[config.mk]
export PLATFORM = sky130hd
export DESIGN_NAME = ascii_integer_parser
export DESIGN_NICKNAME = d
export VERILOG_FILES = /design/src/aip_pkg.sv /design/src/aip_input_reg.sv /design/src/aip_parse_core.sv /design/src/ascii_integer_parser.sv
export SDC_FILE = /design/constraint.sdc
export NUM_CORES = 2
export LEC_CHECK = 0
export ABC_AREA = 1
export ABC_CLOCK_PERIOD_IN_PS = 12050
export BUFFER_PORTS_ARGS = -buffer_cell sky130_fd_sc_hd__buf_2
export CORE_MARGIN = 8
export CORE_UTILIZATION = 60
export DETAILED_ROUTE_END_ITERATION = 10
export GPL_ROUTABILITY_DRIVEN = 0
export PLACE_DENSITY = 0.78
export RECOVER_POWER = 50
export SYNTH_ARGS = -nofsm -noshare
export SYNTH_HDL_FRONTEND = slang
export SYNTH_SLANG_ARGS = --single-unit
export TNS_END_PERCENT = 30
[constraint.sdc]
create_clock -name clk -period 12.05 [get_ports clk]
set_input_delay 0.6025 -clock clk [delete_from_list [all_inputs] [get_ports clk]]
set_output_delay 0.6025 -clock clk [all_outputs]
set_load 0.03 [all_outputs]
[src/aip_pkg.sv]
// Shared types, constants and character helpers for the ASCII integer parser.
package aip_pkg;

  localparam int POSITION_WIDTH = 16;
  localparam int BASE_WIDTH     = 6;
  localparam int VALUE_WIDTH    = 64;
  localparam int OFFSET_WIDTH   = 16;
  localparam int PROD_WIDTH     = VALUE_WIDTH + BASE_WIDTH;

  localparam logic [POSITION_WIDTH-1:0] POS_MAX = '1;

  localparam logic [BASE_WIDTH-1:0] BASE_AUTO    = 6'd0;
  localparam logic [BASE_WIDTH-1:0] BASE_INVALID = 6'd1;
  localparam logic [BASE_WIDTH-1:0] BASE_BIN     = 6'd2;
  localparam logic [BASE_WIDTH-1:0] BASE_OCT     = 6'd8;
  localparam logic [BASE_WIDTH-1:0] BASE_DEC     = 6'd10;
  localparam logic [BASE_WIDTH-1:0] BASE_HEX     = 6'd16;
  localparam logic [BASE_WIDTH-1:0] BASE_MAX     = 6'd36;
  localparam logic [BASE_WIDTH-1:0] DIGIT_NONE   = 6'd36;

  localparam logic [7:0] CHAR_SPACE = 8'h20;
  localparam logic [7:0] CHAR_TAB   = 8'h09;
  localparam logic [7:0] CHAR_CR    = 8'h0D;
  localparam logic [7:0] CHAR_PLUS  = 8'h2B;
  localparam logic [7:0] CHAR_MINUS = 8'h2D;
  localparam logic [7:0] CHAR_ZERO  = 8'h30;
  localparam logic [7:0] CHAR_NINE  = 8'h39;
  localparam logic [7:0] CHAR_UP_A  = 8'h41;
  localparam logic [7:0] CHAR_UP_Z  = 8'h5A;
  localparam logic [7:0] CHAR_LO_A  = 8'h61;
  localparam logic [7:0] CHAR_LO_Z  = 8'h7A;
  localparam logic [7:0] CHAR_UP_B  = 8'h42;
  localparam logic [7:0] CHAR_LO_B  = 8'h62;
  localparam logic [7:0] CHAR_UP_X  = 8'h58;
  localparam logic [7:0] CHAR_LO_X  = 8'h78;
  localparam logic [7:0] DIGIT_ALPHA_OFS = 8'd10;

  typedef struct packed {
    logic [7:0] char_byte;
    logic       string_start;
  } in_item_t;

  typedef struct packed {
    logic signed [VALUE_WIDTH-1:0] parsed_value;
    logic [OFFSET_WIDTH-1:0]       end_offset;
    logic                          digits_found;
    logic                          overflow_flag;
  } out_item_t;

  typedef struct packed {
    logic     valid;
    in_item_t item;
  } in_stage_t;

  function automatic logic is_space(input logic [7:0] c);
    return (c == CHAR_SPACE) || ((c >= CHAR_TAB) && (c <= CHAR_CR));
  endfunction

  function automatic logic [BASE_WIDTH-1:0] digit_value(input logic [7:0] c);
    logic [7:0] v;
    v = 8'(DIGIT_NONE);
    if ((c >= CHAR_ZERO) && (c <= CHAR_NINE)) begin
      v = c - CHAR_ZERO;
    end else if ((c >= CHAR_LO_A) && (c <= CHAR_LO_Z)) begin
      v = c - CHAR_LO_A + DIGIT_ALPHA_OFS;
    end else if ((c >= CHAR_UP_A) && (c <= CHAR_UP_Z)) begin
      v = c - CHAR_UP_A + DIGIT_ALPHA_OFS;
    end
    return v[BASE_WIDTH-1:0];
  endfunction

  function automatic logic [POSITION_WIDTH-1:0] sat_inc(input logic [POSITION_WIDTH-1:0] p);
    return (p == POS_MAX) ? p : p + 1'b1;
  endfunction

endpackage

[src/aip_input_reg.sv]
// Input register stage: captures one character transfer and holds it for the parse core.
module aip_input_reg
  import aip_pkg::*;
(
  input  logic      clk,
  input  logic      rst,
  input  logic      in_valid,
  output logic      in_stall,
  input  in_item_t  in_data,
  input  logic      take,
  output in_stage_t stage
);

  logic     valid;
  in_item_t item;

  assign in_stall = valid && !take;
  assign stage    = '{valid: valid, item: item};

  always_ff @(posedge clk) begin
    if (rst) begin
      valid <= 1'b0;
    end else if (in_valid && !in_stall) begin
      valid <= 1'b1;
      item  <= in_data;
    end else if (take) begin
      valid <= 1'b0;
    end
  end

endmodule

[src/aip_parse_core.sv]
// Parse core: per-character state update, base register and result register.
module aip_parse_core
  import aip_pkg::*;
(
  input  logic                  clk,
  input  logic                  rst,
  input  logic                  cfg_write,
  input  logic [BASE_WIDTH-1:0] cfg_data,
  input  in_stage_t             stage,
  output logic                  take,
  output logic                  out_valid,
  input  logic                  out_stall,
  output out_item_t             out_data
);

  typedef enum logic [2:0] {
    PH_DONE, PH_SPACE, PH_SIGN, PH_ZERO, PH_PREFIX, PH_DIGITS
  } phase_t;

  logic [BASE_WIDTH-1:0]     number_base;
  phase_t                    phase, phase_next;
  logic [VALUE_WIDTH-1:0]    accumulator, accumulator_next;
  logic                      negative_sign, negative_sign_next;
  logic [BASE_WIDTH-1:0]     effective_base, effective_base_next;
  logic [POSITION_WIDTH-1:0] char_position, char_position_next;
  logic [POSITION_WIDTH-1:0] fallback_offset, fallback_offset_next;
  logic                      seen_digit, seen_digit_next;
  logic                      overflow_seen, overflow_seen_next;

  logic                      emit;
  logic [POSITION_WIDTH-1:0] emit_offset;
  logic                      go;
  logic                      do_acc;
  logic [BASE_WIDTH-1:0]     digit;
  logic [PROD_WIDTH-1:0]     product;
  logic [7:0]                c;

  assign take  = stage.valid && (!out_valid || !out_stall);
  assign c     = stage.item.char_byte;
  assign digit = digit_value(c);

  always_comb begin
    phase_next           = phase;
    accumulator_next     = accumulator;
    negative_sign_next   = negative_sign;
    effective_base_next  = effective_base;
    char_position_next   = char_position;
    fallback_offset_next = fallback_offset;
    seen_digit_next      = seen_digit;
    overflow_seen_next   = overflow_seen;
    emit                 = 1'b0;
    emit_offset          = '0;
    go                   = 1'b1;
    do_acc               = 1'b0;
    product              = '0;

    if (stage.item.string_start) begin
      accumulator_next     = '0;
      negative_sign_next   = 1'b0;
      char_position_next   = '0;
      fallback_offset_next = '0;
      seen_digit_next      = 1'b0;
      overflow_seen_next   = 1'b0;
      effective_base_next  = number_base;
      if ((number_base == BASE_INVALID) || (number_base > BASE_MAX)) begin
        emit       = 1'b1;
        phase_next = PH_DONE;
        go         = 1'b0;
      end else begin
        phase_next = PH_SPACE;
      end
    end

    if (go && (phase_next == PH_DONE)) begin
      go = 1'b0;
    end

    if (go && (phase_next == PH_SPACE)) begin
      if (is_space(c)) begin
        char_position_next = sat_inc(char_position_next);
        go = 1'b0;
      end else begin
        phase_next = PH_SIGN;
        if ((c == CHAR_MINUS) || (c == CHAR_PLUS)) begin
          negative_sign_next = (c == CHAR_MINUS);
          char_position_next = sat_inc(char_position_next);
          go = 1'b0;
        end
      end
    end

    if (go && (phase_next == PH_SIGN)) begin
      if (c == CHAR_ZERO) begin
        seen_digit_next      = 1'b1;
        fallback_offset_next = sat_inc(char_position_next);
        char_position_next   = fallback_offset_next;
        phase_next           = PH_ZERO;
        go                   = 1'b0;
      end else begin
        if (effective_base_next == BASE_AUTO) begin
          effective_base_next = BASE_DEC;
        end
        phase_next = PH_DIGITS;
      end
    end

    if (go && (phase_next == PH_ZERO)) begin
      if (((c == CHAR_LO_X) || (c == CHAR_UP_X)) &&
          ((effective_base_next == BASE_AUTO) || (effective_base_next == BASE_HEX))) begin
        effective_base_next = BASE_HEX;
        phase_next          = PH_PREFIX;
        char_position_next  = sat_inc(char_position_next);
        go                  = 1'b0;
      end else if (((c == CHAR_LO_B) || (c == CHAR_UP_B)) &&
          ((effective_base_next == BASE_AUTO) || (effective_base_next == BASE_BIN))) begin
        effective_base_next = BASE_BIN;
        phase_next          = PH_PREFIX;
        char_position_next  = sat_inc(char_position_next);
        go                  = 1'b0;
      end else begin
        if (effective_base_next == BASE_AUTO) begin
          effective_base_next = BASE_OCT;
        end
        phase_next = PH_DIGITS;
      end
    end

    if (go) begin
      if (digit < effective_base_next) begin
        do_acc             = 1'b1;
        phase_next         = PH_DIGITS;
        char_position_next = sat_inc(char_position_next);
      end else begin
        emit        = 1'b1;
        emit_offset = (phase_next == PH_PREFIX) ? fallback_offset_next :
                      (seen_digit_next ? char_position_next : '0);
        phase_next  = PH_DONE;
      end
    end

    if (do_acc) begin
      product = PROD_WIDTH'(accumulator_next) * PROD_WIDTH'(effective_base_next)
              + PROD_WIDTH'(digit);
      accumulator_next = product[VALUE_WIDTH-1:0];
      seen_digit_next  = 1'b1;
      if (|product[PROD_WIDTH-1:VALUE_WIDTH]) begin
        overflow_seen_next = 1'b1;
      end
    end
  end

  always_ff @(posedge clk) begin
    if (rst) begin
      number_base     <= BASE_DEC;
      phase           <= PH_DONE;
      accumulator     <= '0;
      negative_sign   <= 1'b0;
      effective_base  <= BASE_DEC;
      char_position   <= '0;
      fallback_offset <= '0;
      seen_digit      <= 1'b0;
      overflow_seen   <= 1'b0;
      out_valid       <= 1'b0;
    end else begin
      if (cfg_write) begin
        number_base <= cfg_data;
      end
      if (take) begin
        phase           <= phase_next;
        accumulator     <= accumulator_next;
        negative_sign   <= negative_sign_next;
        effective_base  <= effective_base_next;
        char_position   <= char_position_next;
        fallback_offset <= fallback_offset_next;
        seen_digit      <= seen_digit_next;
        overflow_seen   <= overflow_seen_next;
      end
      if (take && emit) begin
        out_valid              <= 1'b1;
        out_data.parsed_value  <= negative_sign_next ? -accumulator_next : accumulator_next;
        out_data.end_offset    <= OFFSET_WIDTH'(emit_offset);
        out_data.digits_found  <= seen_digit_next;
        out_data.overflow_flag <= overflow_seen_next;
      end else if (!out_stall) begin
        out_valid <= 1'b0;
      end
    end
  end

endmodule

[src/ascii_integer_parser.sv]
// Top level of the ASCII integer parser: input register, parse core, base register port.
//
//  channel | direction | handshake          | payload
//  --------+-----------+--------------------+------------------------------
//  in      | input     | in_valid/in_stall  | in_data: char_byte, string_start
//  out     | output    | out_valid/out_stall| out_data: value, offset, flags
//  cfg     | input     | cfg_valid/cfg_ready| cfg_data: number_base
//
// One character per cycle unless a result waits under out_stall. A character moves from
// the input register to the result register, limited by the combinational multiply-add.
// While a result waits under out_stall, the input register holds its character and
// stalls the input, whether or not that character produces a result.
// Synchronous reset clears the parser to its idle state with base ten; cfg_ready is
// always high.
module ascii_integer_parser
  import aip_pkg::*;
(
  input  logic                  clk,
  input  logic                  rst,
  input  logic                  in_valid,
  output logic                  in_stall,
  input  in_item_t              in_data,
  output logic                  out_valid,
  input  logic                  out_stall,
  output out_item_t             out_data,
  input  logic                  cfg_valid,
  output logic                  cfg_ready,
  input  logic [BASE_WIDTH-1:0] cfg_data
);

  in_stage_t stage;
  logic      take;

  assign cfg_ready = 1'b1;

  aip_input_reg u_input_reg (
    .clk      (clk),
    .rst      (rst),
    .in_valid (in_valid),
    .in_stall (in_stall),
    .in_data  (in_data),
    .take     (take),
    .stage    (stage)
  );

  aip_parse_core u_parse_core (
    .clk       (clk),
    .rst       (rst),
    .cfg_write (cfg_valid && cfg_ready),
    .cfg_data  (cfg_data),
    .stage     (stage),
    .take      (take),
    .out_valid (out_valid),
    .out_stall (out_stall),
    .out_data  (out_data)
  );

endmodule

# == Word-level counts from Yosys, hierarchy flattened ==
# Cells that the tools add are included.
# totals
in_bits,20
register_bits,207
wordCells,172
# op_classes
reduce_logical,34
n_mul,1
n_mux,77
bitwise_logic,2
eq_ne,20
n_lt_le_gt_ge,10
n_addsub,11
# op_table
operator,count
two-way mux 16 bit,20
two-way mux 64 bit,3
adder 70 x 6 -> 70 bit,1
multiplier 64 x 6 -> 70 bit,1
two-way mux 6 bit,11
adder 16 x 1 -> 16 bit (second input constant),4
== test 16 bit (second input constant),4
negator 64 bit,1
two-way mux 1 bit,34
== test 8 x 6 -> 1 bit (second input constant),4
== test 8 x 7 -> 1 bit (second input constant),4
two-way mux 3 bit,9
greater-or-equal comparator 8 x 7 -> 1 bit (second input constant),2
<= comparator 8 x 7 -> 1 bit (second input constant),2
logical AND 1 bit,14
adder 6 x 4 -> 6 bit (second input constant),2
zero test 6 bit,2
subtractor 6 bit (second input constant),2
greater-or-equal comparator 8 x 4 -> 1 bit (second input constant),1
greater-or-equal comparator 8 x 6 -> 1 bit (second input constant),1
<= comparator 8 x 4 -> 1 bit (second input constant),1
<= comparator 8 x 6 -> 1 bit (second input constant),1
logical OR 1 bit,8
== test 3 x 2 -> 1 bit (second input constant),2
other kinds (16),21

# == Depth between registers and ports, before layout ==
# depth
ltp_word,24
mapped_depth,60

# == Modules after synthesis ==
# Synthesis repeated with hierarchy kept, for this count alone.
# unflattened
hier_cells,3685
hier_area_um2,26172.6
# modules_own_cells
module,n_inst,cells_per_inst,seq_area_each_um2,area_per_inst_um2
aip_parse_core,1,3664,4764.6,25829.8
aip_input_reg,1,19,290.3,331.6
ascii_integer_parser,1,2,0.0,11.3

# == Least setup slack after synthesis ==
# Ideal clock, no wire load.
# synth_path
kind,register -> register
from,"register u_input_reg.item, in the netlist u_input_reg.stage[1]"
to,register u_parse_core.out_data[77] (netlist name)
setup_ps,249
t_arrival_ps,8247
path_slack_ps,3553
path_stages_with_launch,54
synth_period_minus_slack_ps,8497
required_ps,11801
cell_sequence,edfxtp_1 inv_1 ha_1 nand2_1 nand2_1 nand3_1 nand3_1 nand3_2 inv_2 a21oi_1 nor3_4 inv_2 nor2_2 nand2_2 nand3_1 nand3_1 inv_2 clkbuf_1 [... 18 more ...] a21boi_0 o21ai_0 a21boi_0 o21ai_0 nand2_1 nand2_1 xor2_1 nand2_1 o21ai_0 nor2_1 nand2_1 nor2_1 nor3b_2 nand3b_1 nand2_1 nand2_1 nand2_1 inv_1
# synth_between
elab_chain_len,20
word_cells_on_any_way,72
cone_classes,7 x add/sub; 1 x mul; 9 x order compare; 12 x eq/ne; 28 x mux; 15 x reduce/logical
# synth_rtl
item,line_no,source
"start, declared",aip_input_reg.sv:15,in_item_t item;
"start signal, assigned",aip_input_reg.sv:25,item <= in_data;
branches (longest 19 deep; another with greater-or-equal comparator 8 x 4 -> 1 bit),-,
two-way mux 64 bit *,aip_parse_core.sv:180,out_data.parsed_value <= negative_sign_next ? -accumulator_next : accumulator_next;
# Every way passes the cells marked *.
# A chain may end at the register's enable or synchronous reset.

# == Final worst setup path ==
# layout_path
from,"register u_input_reg.item, in the netlist u_input_reg.stage[0]"
to,register u_parse_core.out_data[76] (netlist name)
# layout_between
elab_chain_len,21
word_cells_on_any_way,51
cone_classes,2 x add/sub; 1 x mul; 1 x order compare; 5 x eq/ne; 31 x mux; 11 x reduce/logical
# layout_rtl
item,line_no
branches (longest 20 deep; another with two-way mux 6 bit),-
two-way mux 64 bit *,aip_parse_core.sv:180
# Marks and branches as above.

==> impl_metrics.csv <==
group,metric,value,unit
logic_synthesis,seq_area_frac_synth,19.4,%
placed_design,io_buffers,103,
power_and_ir_drop,powerDensity,85.1,mW/mm2
sta,tightest_slew,3.00,ns
sta,slew_headroom,-101,%
setup_path,cp.arrival,11.47,ns
logic_synthesis,synth_top_area_share,19.3,%
cts,cts_tree,"yes",
logic_synthesis,synth_edf_count,91,
routing,drc_errors,0,
sta,setup_violations,0,
logic_synthesis,synth_cell_types,59,
logic_synthesis,async_flop_share,0,%
routing,detail-route-antenna-nets,0,
run_status,violations,"max-capacitance violations, max-slew violations",
routing,via_per_inst,5.69,
floorplan,coreArea,0.0430,mm2
logic_synthesis,synth_area_leaders,"fa_1 (19%), edfxtp_1 (10%), nor2_1 (9.9%)",
logic_synthesis,ys.flop_type,"dfxtp_1",
sta,rsz0062_at_grt,"no",
logic_synthesis,synth_top_cell_by_area,"fa_1",
logic_synthesis,synth_commonest_cells,"nor2_1 (685), nand2_1 (595), inv_1 (578)",
cts,cts_buffers,24,
placed_design,placed_cells,4248,
setup_path,cp_slowest_cell,"buf_4",
sta,hold_violations,0,
floorplan,rows,76,
logic_synthesis,netlist_area,0.0261,mm2
flow_run,max_cap_violations,3,
logic_synthesis,synth_most_common_cell,"nor2_1",
power_and_ir_drop,leakagePower,13.8,nW
logic_synthesis,yosysWarnings,0,
floorplan,io_pins,105,
placed_design,dpl_cell_area,0.0270,mm2
sta,setup_tns,0,ns
logic_synthesis,ys_ff_latch,207,
setup_path,end_kind,"register",
sta,period_share,92.7,%
cts,insertion_delay,0.54,ns
sta,slew_violations,135,
global_routing,grt_pass1_wl,122,mm
setup_path,cp_common_cell,"nand2_1",
placed_design,hpwl,57.7,mm
routing,drt_iter0_markers,2399,
cts,root_buffer,"clkbuf_16",
setup_path,crit_path_max_fanout,73,
routing,totalWireLength,75.0,mm
cts,clkSinkCount,207,
global_routing,grt.total_usage,29.7,%
global_routing,grt_antenna_before_repair,0,
finish,fin_cells,4292,
run_status,outcome,"complete, but fails checks",
cts,cts_max_path_buffers,3,
finish,antenna_cells,0,
floorplan,dieWidth,224,um
global_routing,grt_pass1_vias,23800,
power_and_ir_drop,ir_drop,0.0843,mV
cts,cts_max_level,1,
setup_path,critPathRequiredTime,12.35,ns
routing,wl_per_cell,17.5,um
sta,finalCriticalPeriod,11.17,ns
sta,clock.fmax,89.5,MHz
finish,final_cell_area,0.0276,mm2
cts,post_cts_resized,0,
cts,path_clk_slew,0.06,ns
floorplan,die-area,0.0504,mm2
sta,skew,0.0185,ns
cts,ctsHoldBuffers,0,
global_routing,grt_max_degree,102,
logic_synthesis,syn-num-nets,4099,
finish,layout.nets,4127,
setup_path,start_kind,"register",
routing,drt-pass1-iter-count,6,
logic_synthesis,syn_inst,3661,
finish,syn2layout_area_growth,5.95,%
cts,cts_setup_buffers,0,
min_path,min-delay-path-class,"in -> reg",
routing,vias,24400,
finish,drive_above_1_share,4.83,%
logic_synthesis,avgSynthCellArea,7.12,um2
setup_path,criticalPathCategory,"reg -> reg",
floorplan,start_util,60.7,%
finish,finish.utilization,64.3,%
setup_path,max_stage_delay,0.71,ns
global_routing,grt_overflow,0,
sta,hold_ws,0.240,ns
floorplan,floorplan.die.height,224,um
[path summary, 6_finish.rpt]
check,from,cells past startpoint,slack [ns],end
worst min-delay path,in_data[8],1,0.24,u_input_reg.stage[8]$_DFFE_PP_
worst min register to register,u_parse_core.char_position[1]$_SDFFE_PP0P_,2,0.49,u_parse_core.char_position[1]$_SDFFE_PP0P_
worst max register to register,u_input_reg.stage[0]$_DFFE_PP_,45,0.88,u_parse_core.out_data[76]$_DFFE_PP_
worst max-delay path,u_input_reg.stage[0]$_DFFE_PP_,45,0.88,u_parse_core.out_data[76]$_DFFE_PP_
[stage by stage]
| stage | power [mW] | setup slack [ns] |
|---|---|---|
| 4_1_cts | 2.34 | 1.08 |
| 2_1_floorplan | 1.39 | 3.55 |
| 3_3_place_gp | 1.59 | 1.35 |
| 3_5_place_dp | 1.61 | 1.11 |
| 5_1_grt | 2.48 | 0.0608 |
| 6_report | 2.35 | 0.878 |
[cell type report]
cell class	instances	area, um2
well taps	585	732
clock buffers	32	672
clock inverters	12	118
flip-flops and latches	207	5050
multi-input cells	2729	18200
repair buffers	123	558
fillers	3948	15400
inverters	604	2270
[logic make-up (layout without fill, tap and decap cells)]
kind of cell / Yosys count / after routing / share of synthesized area, %
simple gates: 1587 / 1587 / 25.8
buf+inv: 725 / 771 / 10.7
compound gates: 588 / 588 / 12.2
fa+ha+maj: 418 / 418 / 27.3
flops: 207 / 207 / 19.4
xor+xnor: 133 / 133 / 4.50
mux: 2 / 2 / 0.0768
other cells: 1 / 1 / 0.0144
[critical path, delay by kind of cell, from the launching register on]
kind	cells	cell delay, ns
buffers and inverters	9	2.39
xor gates and xnor gates	1	0.09
AOI/OAI and AO/OA	11	2.97
adders and majority gates	5	2.09
and+or+nand+nor	19	2.99
DFF	1	0.35
[routing by layer]
layer	vias to the layer above	global-route usage, %	part of all wire, %
met5	-	0	0
met4	0	15.3	5.6
met3	228	3.96	8.9
met2	1157	46.7	44
met1	11400	39.9	41
li1	11600	-	-
[flip-flops by register name, indices dropped and copies added (netlist names)]
| signal | flops |
|---|---|
| u_parse_core.phase | 3 |
| u_parse_core.char_position | 16 |
| u_parse_core.seen_digit | 1 |
| u_parse_core.out_data | 82 |
| u_parse_core.out_valid | 1 |
| u_parse_core.accumulator | 64 |
| u_input_reg.valid | 1 |
| u_parse_core.effective_base | 6 |
| u_input_reg.stage | 9 |
| u_parse_core.fallback_offset | 16 |
| u_parse_core.number_base | 6 |
| u_parse_core.negative_sign | 1 |
| u_parse_core.overflow_seen | 1 |
[cells in the final DEF, fill, tap and decap left out, types with 30 or more instances in the layout]
cell,n
a21oi_1,240
nor3_1,30
edfxtp_1,91
dfxtp_1,116
clkbuf_1,92
ha_1,166
xnor2_1,52
o21ai_0,223
nand4_1,48
inv_1,581
xor2_1,81
nand2_1,595
nand3_1,127
fa_1,252
nor2_1,687
[power breakdown]
group	switching (mW)	internal [mW]
registers	0.0161	0.777
logic	0.569	0.245
clock network	0.309	0.435
total	0.894	1.46
Note: power is estimated with default switching activity, not from simulation.
